--- config.mk ---
export PLATFORM = sky130hd
export DESIGN_NAME = return_address_stack_predictor_unit
export DESIGN_NICKNAME = d
export VERILOG_FILES = /design/src/hw/rtl/ras_pkg.sv /design/src/hw/rtl/return_address_stack_predictor_unit.sv /design/src/hw/rtl/ras_stack.sv /design/src/hw/rtl/ras_ctrs.sv
export SDC_FILE = /design/constraint.sdc
export NUM_CORES = 2
export LEC_CHECK = 0
export BUFFER_PORTS_ARGS = -buffer_cell sky130_fd_sc_hd__clkbuf_2
export CAP_MARGIN = 10
export CORE_UTILIZATION = 45
export DETAILED_ROUTE_END_ITERATION = 16
export PLACE_DENSITY = 0.71
export SLEW_MARGIN = 20
export SYNTH_ARGS = -nofsm -noshare
export SYNTH_HDL_FRONTEND = slang
export SYNTH_SLANG_ARGS = --single-unit
export TNS_END_PERCENT = 1
--- constraint.sdc ---
create_clock -name clk -period 8.51 [get_ports clk]
set_input_delay 1.702 -clock clk [delete_from_list [all_inputs] [get_ports clk]]
set_output_delay 1.702 -clock clk [all_outputs]
set_load 0.01 [all_outputs]
--- src/hw/rtl/ras_pkg.sv ---
package ras_pkg;

  localparam int STACK_DEPTH = 16;
  localparam int DEPTH_W     = $clog2(STACK_DEPTH + 1);
  localparam int PTR_W       = (STACK_DEPTH > 1) ? $clog2(STACK_DEPTH) : 1;
  localparam int PC_W        = 64;
  localparam int CNT_W       = 32;
  localparam int DEPTH_OUT_W = 5;
  localparam int CTR_NUM     = 7;

  typedef enum logic [1:0] {
    KIND_OTHER   = 2'd0,
    KIND_CALL    = 2'd1,
    KIND_RET     = 2'd2,
    KIND_RESTART = 2'd3
  } kind_t;

  typedef enum logic [2:0] {
    ST_PLAIN    = 3'd0,
    ST_PUSH     = 3'd1,
    ST_PUSH_OVF = 3'd2,
    ST_HIT      = 3'd3,
    ST_MISS     = 3'd4,
    ST_UNDER    = 3'd5,
    ST_RESTART  = 3'd6
  } status_t;

  // Positions of the event counters in the counter bank.
  localparam int CTR_BLOCK = 0;
  localparam int CTR_PUSH  = 1;
  localparam int CTR_POP   = 2;
  localparam int CTR_OVF   = 3;
  localparam int CTR_UNDER = 4;
  localparam int CTR_HIT   = 5;
  localparam int CTR_MISS  = 6;

  typedef struct packed {
    logic            clear;
    logic            push;
    logic            pop;
    logic [PC_W-1:0] push_pc;
  } stk_ctl_t;

  typedef struct packed {
    logic clear;
    logic block;
    logic push;
    logic pop;
    logic ovf;
    logic under;
    logic hit;
    logic miss;
  } ctr_ctl_t;

endpackage

--- src/hw/rtl/return_address_stack_predictor_unit.sv ---
// Each event passes through the input register, then the result register,
// which is written together with the stack and counters.
// Throughput: one event per cycle unless out_stall holds the result; the stack update per event sets it.
// Reset clears the stack depth, all counters and both valid flags; stack
// entries are not cleared and are only read after a push has written them.
module return_address_stack_predictor_unit
  import ras_pkg::*;
(
  input  logic                   clk,
  input  logic                   rst_n,
  input  logic                   in_valid,
  output logic                   in_stall,
  input  logic [1:0]             in_kind,
  input  logic [PC_W-1:0]        in_return_pc,
  input  logic [PC_W-1:0]        in_next_pc,
  output logic                   out_valid,
  input  logic                   out_stall,
  output logic [2:0]             out_status,
  output logic [PC_W-1:0]        out_predicted_pc,
  output logic [DEPTH_OUT_W-1:0] out_stack_depth,
  output logic [CNT_W-1:0]       out_block_count,
  output logic [CNT_W-1:0]       out_push_count,
  output logic [CNT_W-1:0]       out_pop_count,
  output logic [CNT_W-1:0]       out_overflow_count,
  output logic [CNT_W-1:0]       out_underflow_count,
  output logic [CNT_W-1:0]       out_hit_count,
  output logic [CNT_W-1:0]       out_miss_count
);

  logic            s1_valid_r;
  kind_t           s1_kind_r;
  logic [PC_W-1:0] s1_ret_r;
  logic [PC_W-1:0] s1_next_r;

  logic            out_valid_r;
  status_t         status_r;
  status_t         status_nxt;
  logic [PC_W-1:0] predicted_r;
  logic [PC_W-1:0] predicted_nxt;

  logic               out_free;
  logic               adv;
  stk_ctl_t           stk_ctl;
  ctr_ctl_t           ctr_ctl;
  logic [DEPTH_W-1:0] depth;
  logic               full;
  logic               empty;
  logic [PC_W-1:0]    top_pc;
  logic               hit;

  // The stack and counters are written only when an event moves into the
  // result register, so their outputs hold the result's state until then.
  assign out_free = !out_valid_r || !out_stall;
  assign adv      = s1_valid_r && out_free;
  assign in_stall = s1_valid_r && !out_free;
  assign hit      = (top_pc == s1_next_r);

  always_comb begin
    stk_ctl         = '0;
    stk_ctl.push_pc = s1_ret_r;
    ctr_ctl         = '0;
    status_nxt      = ST_PLAIN;
    predicted_nxt   = '0;
    case (s1_kind_r)
      KIND_RESTART: begin
        stk_ctl.clear = adv;
        ctr_ctl.clear = adv;
        status_nxt    = ST_RESTART;
      end
      KIND_CALL: begin
        stk_ctl.push  = adv;
        ctr_ctl.block = adv;
        ctr_ctl.push  = adv;
        ctr_ctl.ovf   = adv && full;
        status_nxt    = full ? ST_PUSH_OVF : ST_PUSH;
      end
      KIND_RET: begin
        ctr_ctl.block = adv;
        ctr_ctl.pop   = adv;
        if (empty) begin
          ctr_ctl.under = adv;
          status_nxt    = ST_UNDER;
        end else begin
          stk_ctl.pop   = adv;
          predicted_nxt = top_pc;
          ctr_ctl.hit   = adv && hit;
          ctr_ctl.miss  = adv && !hit;
          status_nxt    = hit ? ST_HIT : ST_MISS;
        end
      end
      default: begin
        ctr_ctl.block = adv;
      end
    endcase
  end

  ras_stack u_stack (
    .clk    (clk),
    .rst_n  (rst_n),
    .ctl    (stk_ctl),
    .depth  (depth),
    .full   (full),
    .empty  (empty),
    .top_pc (top_pc)
  );

  ras_ctrs u_ctrs (
    .clk             (clk),
    .rst_n           (rst_n),
    .ctl             (ctr_ctl),
    .block_count     (out_block_count),
    .push_count      (out_push_count),
    .pop_count       (out_pop_count),
    .overflow_count  (out_overflow_count),
    .underflow_count (out_underflow_count),
    .hit_count       (out_hit_count),
    .miss_count      (out_miss_count)
  );

  always_ff @(posedge clk) begin
    if (!rst_n) begin
      s1_valid_r  <= 1'b0;
      out_valid_r <= 1'b0;
    end else begin
      if (!in_stall) begin
        s1_valid_r <= in_valid;
      end
      if (out_free) begin
        out_valid_r <= s1_valid_r;
      end
    end
  end

  always_ff @(posedge clk) begin
    if (in_valid && !in_stall) begin
      s1_kind_r <= kind_t'(in_kind);
      s1_ret_r  <= in_return_pc;
      s1_next_r <= in_next_pc;
    end
    if (adv) begin
      status_r    <= status_nxt;
      predicted_r <= predicted_nxt;
    end
  end

  assign out_valid        = out_valid_r;
  assign out_status       = status_r;
  assign out_predicted_pc = predicted_r;
  assign out_stack_depth  = DEPTH_OUT_W'(depth);

`ifndef SYNTHESIS
  a_depth_bound: assert property (@(posedge clk) disable iff (!rst_n)
    depth <= DEPTH_W'(STACK_DEPTH))
    else $error("stack depth beyond capacity");

  a_restart_clears: assert property (@(posedge clk) disable iff (!rst_n)
    (out_valid_r && (status_r == ST_RESTART)) |->
      (depth == '0) && (out_block_count == '0) && (predicted_r == '0))
    else $error("restart result does not show a cleared run");

  a_held_item: assert property (@(posedge clk) disable iff (!rst_n)
    (s1_valid_r && out_valid_r && out_stall) |=>
      s1_valid_r && $stable(s1_kind_r) && $stable(s1_ret_r) && $stable(depth))
    else $error("pending event or stack changed while the result is held");

  a_pop_not_empty: assert property (@(posedge clk) disable iff (!rst_n)
    stk_ctl.pop |-> !empty && !stk_ctl.push)
    else $error("pop issued on an empty stack or together with a push");
`endif

endmodule

--- src/hw/rtl/ras_stack.sv ---
module ras_stack
  import ras_pkg::*;
(
  input  logic               clk,
  input  logic               rst_n,
  input  stk_ctl_t           ctl,
  output logic [DEPTH_W-1:0] depth,
  output logic               full,
  output logic               empty,
  output logic [PC_W-1:0]    top_pc
);

  logic [PC_W-1:0]    entry_r [STACK_DEPTH];
  logic [DEPTH_W-1:0] depth_r;
  logic [DEPTH_W-1:0] depth_nxt;
  logic [PTR_W-1:0]   wr_idx;
  logic [PTR_W-1:0]   rd_idx;

  assign full   = (depth_r == DEPTH_W'(STACK_DEPTH));
  assign empty  = (depth_r == '0);
  assign depth  = depth_r;
  assign rd_idx = PTR_W'(depth_r - DEPTH_W'(1));
  // On a full stack the top slot is overwritten in place.
  assign wr_idx = full ? PTR_W'(STACK_DEPTH - 1) : PTR_W'(depth_r);
  assign top_pc = entry_r[rd_idx];

  always_comb begin
    depth_nxt = depth_r;
    if (ctl.clear) begin
      depth_nxt = '0;
    end else if (ctl.push && !full) begin
      depth_nxt = depth_r + DEPTH_W'(1);
    end else if (ctl.pop && !empty) begin
      depth_nxt = depth_r - DEPTH_W'(1);
    end
  end

  always_ff @(posedge clk) begin
    if (!rst_n) begin
      depth_r <= '0;
    end else begin
      depth_r <= depth_nxt;
    end
  end

  always_ff @(posedge clk) begin
    if (ctl.push) begin
      entry_r[wr_idx] <= ctl.push_pc;
    end
  end

endmodule

--- src/hw/rtl/ras_ctrs.sv ---
module ras_ctrs
  import ras_pkg::*;
(
  input  logic             clk,
  input  logic             rst_n,
  input  ctr_ctl_t         ctl,
  output logic [CNT_W-1:0] block_count,
  output logic [CNT_W-1:0] push_count,
  output logic [CNT_W-1:0] pop_count,
  output logic [CNT_W-1:0] overflow_count,
  output logic [CNT_W-1:0] underflow_count,
  output logic [CNT_W-1:0] hit_count,
  output logic [CNT_W-1:0] miss_count
);

  logic [CNT_W-1:0]   cnt_r [CTR_NUM];
  logic [CTR_NUM-1:0] inc;

  always_comb begin
    inc            = '0;
    inc[CTR_BLOCK] = ctl.block;
    inc[CTR_PUSH]  = ctl.push;
    inc[CTR_POP]   = ctl.pop;
    inc[CTR_OVF]   = ctl.ovf;
    inc[CTR_UNDER] = ctl.under;
    inc[CTR_HIT]   = ctl.hit;
    inc[CTR_MISS]  = ctl.miss;
  end

  // Each counter sticks at all ones once it gets there.
  always_ff @(posedge clk) begin
    for (int i = 0; i < CTR_NUM; i++) begin
      if (!rst_n || ctl.clear) begin
        cnt_r[i] <= '0;
      end else if (inc[i] && (cnt_r[i] != '1)) begin
        cnt_r[i] <= cnt_r[i] + CNT_W'(1);
      end
    end
  end

  assign block_count     = cnt_r[CTR_BLOCK];
  assign push_count      = cnt_r[CTR_PUSH];
  assign pop_count       = cnt_r[CTR_POP];
  assign overflow_count  = cnt_r[CTR_OVF];
  assign underflow_count = cnt_r[CTR_UNDER];
  assign hit_count       = cnt_r[CTR_HIT];
  assign miss_count      = cnt_r[CTR_MISS];

endmodule

==> impl_metrics.csv <==
group,metric,value,unit
synthesis,synth_seq_area_share,70.5,%
synthesis,syn_area,61800,um2
power_and_ir_drop,finalPower,15800,uW
synthesis,async_flop_share,0,%
sta,setup_viol,0,
clock_network,tritoncts,"yes",
worst_setup_path,r2r-end,"u_ctrs.cnt_r[1][40]",
placed_design,place_ws,1460,ps
worst_setup_path,worstSetupPathType,"reg2reg",
worst_setup_path,r2r_slack,1420,ps
drt,antenna_left,0,
run,drv_cap,0,
grt,gr-usage-all-layers,24.6,%
synthesis,synth.distinct_cells,78,
finish,nFillCells,10742,
synthesis,synth_edf_count,1445,
synthesis,synth-main-ff-cell,"edfxtp_1",
synthesis,syn-num-nets,3781,
drt,routed_via_density,5.99,
sta,relSlewSlack,23.6,%
grt,overflow,0,
floorplanning,rows,135,
grt,antenna_found_initial,4,
finish,regArea,43500,um2
placed_design,dp_hpwl,111000,um
drt,wl_per_cell,28.6,um
placed_design,gp_congestion,0.928,
sta,maxSlewViolCount,0,
drt,via_count,36079,
placed_design,place_inst,5749,
clock_network,cts_buffers,154,
worst_setup_path,cp_max_fo,48,
sta,rsz0062_at_grt,"false",
clock_network,insertion_delay,830,ps
drt,dr_wl_met3,19100,um
hold_path,hold_path_class,"reg2reg",
worst_setup_path,startpoint,"u_stack.depth[0]",
placed_design,place.port_buffers,431,
floorplanning,coreArea,136000,um2
finish,drive_above_1_share,24.1,%
synthesis,synth_seq_cells,1452,
sta,post-route-min-period,7090,ps
grt,grt_pass1_wl,245000,um
floorplanning,die_x,372,um
sta,hold_viol_final,0,
worst_setup_path,worstPathArrival,7520,ps
power_and_ir_drop,powerDensity,222,nW/um2
power_and_ir_drop,vdd_drop_max,232,uV
sta,fmax,141,MHz
worst_setup_path,r2r-start,"u_stack.depth[0]",
drt,highest_layer,"met5",
clock_network,postCtsHoldBufs,0,
drt,drc,0,
worst_setup_path,worstPathRequired,8940,ps
worst_setup_path,reg2reg_depth,13,
worst_setup_path,cp-start-kind,"register",
clock_network,h-tree-depth,4,
floorplanning,die-height,372,um
sta,worst_slack,1420,ps
drt,met1Wirelength,65600,um
floorplanning,start_util,45.5,%
finish,multi_input_area,17100,um2
finish,final_cells,6027,
clock_network,cts.repair.resized,0,
synthesis,ys.warnings.count,0,
hold_path,min_from,"s1_valid_r",
floorplanning,pin_count,432,
drt,dr_wl_met2,80100,um
clock_network,path_clk_slew,60,ps
grt,grt_start_max_net_pins,109,
outcome,status,"finished, final reports clean",
sta,finalCritPeriodShare,83.3,%
synthesis,syn_inst,3636,
grt,grt_pass1_vias,34996,
clock_network,numClockSinks,1452,
sta,fin_skew,57.9,ps
clock_network,postCtsSetupBuffers,0,
finish,syn2layout_area_growth,14.8,%
sta,tightestPinTransition,1110,ps
synthesis,synth.avg_cell_area,17.0,um2
worst_setup_path,crit_path_end,"u_ctrs.cnt_r[1][40]",
drt,totalWireLength,173000,um
worst_setup_path,end_kind,"register",
clock_network,clockRootBuffer,"clkbuf_16",
clock_network,clockBufferDepth,3,
drt,drtIter0Drc,4289,
finish,fin_nets,4269,
power_and_ir_drop,p_leak,0.0236,uW
sta,tns,0,ps
floorplanning,die_area,139000,um2
drt,dr.pass1.iters,6,
Yosys cell counts (all sizes together) (45+ instances only):
cell	instances	area [um2]
a211oi	45	338
and3	110	693
buf	107	893
clkbuf	55	210
edfxtp	1445	43400
inv	63	239
mux2i	151	1510
mux4	258	5840
nand2	249	935
nand3	116	593
nand4	60	390
nor2	282	1060
nor3	50	290
xnor2	190	1660
xor2	134	1180
worst min path at each step:
stage	to	slack [ps]	cells after the start
after CTS	out_valid	510	2
after detailed placement	out_valid	500	2
after global routing	out_valid	580	2
after floorplan	out_valid	470	2
after global placement	out_valid	480	2
final	out_valid	510	2
routing by layer:
metal / up-vias / global-route usage [%]
met2: 2115 / 38.1
met3: 417 / 7.03
met4: 4 / 10.9
met5: - / 0
li1: 15238 / -
met1: 18305 / 32.2
cell families after synthesis:
kind of cell / count (synthesis) / share of synthesized area, %
XOR/XNOR: 324 / 4.61
AO/OA/AOI/OAI: 215 / 2.66
flip-flops: 1452 / 70.5
AND/OR/NAND/NOR: 995 / 7.87
buffers and inverters: 226 / 2.18
adder cells (fa/ha/maj): 11 / 0.223
multiplexers: 413 / 12.0
through the flow:
stage / hold slack, ps / instance area (um2) / util, %
3_5_place_dp: 496 / 65800 / 48.4
6_report: 512 / 70900 / 52.2
2_1_floorplan: 472 / 61800 / -
3_3_place_gp: 484 / 65800 / 48.4
4_1_cts: 510 / 70900 / 52.2
5_1_grt: 584 / 70900 / 52.2
power by group:
part	internal [uW]	switching (uW)
clock network	3820	2930
logic	313	505
registers	8000	204
total	12100	3640
cells in the final DEF, fill, tap and decap left out, drive strengths merged, types with 60 or more instances in the layout:
cell type	synthesis	layout
clkinv	1	69
xnor2	190	190
nand2	249	249
and3	110	110
nand3	116	116
inv	63	71
nor2	282	282
buf	107	63
edfxtp	1445	1445
nand4	60	60
mux2i	151	151
clkbuf	55	616
xor2	134	134
mux4	258	258
state kept, by name (all words and copies together), names as in the netlist:
signal	cells
out_predicted_pc	64
out_status	3
out_valid	1
s1_kind_r	2
s1_next_r	64
s1_ret_r	64
s1_valid_r	1
u_ctrs.cnt_r	224
u_stack.depth	5
u_stack.entry_r	1024
cell type report:
| cell class | count | share of cell area, % |
|---|---|---|
| Antenna cell | 1 | 0.00353 |
| Multi-Input combinational cell | 1958 | 24.1 |
| Tap cell | 1781 | 3.14 |
| Sequential cell | 1452 | 61.4 |
| Clock inverter | 92 | 1.57 |
| Timing Repair Buffer | 494 | 3.83 |
| Clock buffer | 185 | 5.60 |
| Inverter | 64 | 0.346 |
critical path, cell delays in order (launching register included):
cell and delay [ps]:
dfxtp_4 750, clkinv_1 270, ha_4 280, xor2_4 660, buf_4 680, mux2i_1 990
o22ai_1 200, a221oi_1 670, nand3_1 170, o31ai_1 250, o21a_1 410, nand3_4 450
o31ai_4 370, buf_4 410
(Power assumes the default switching activity.)
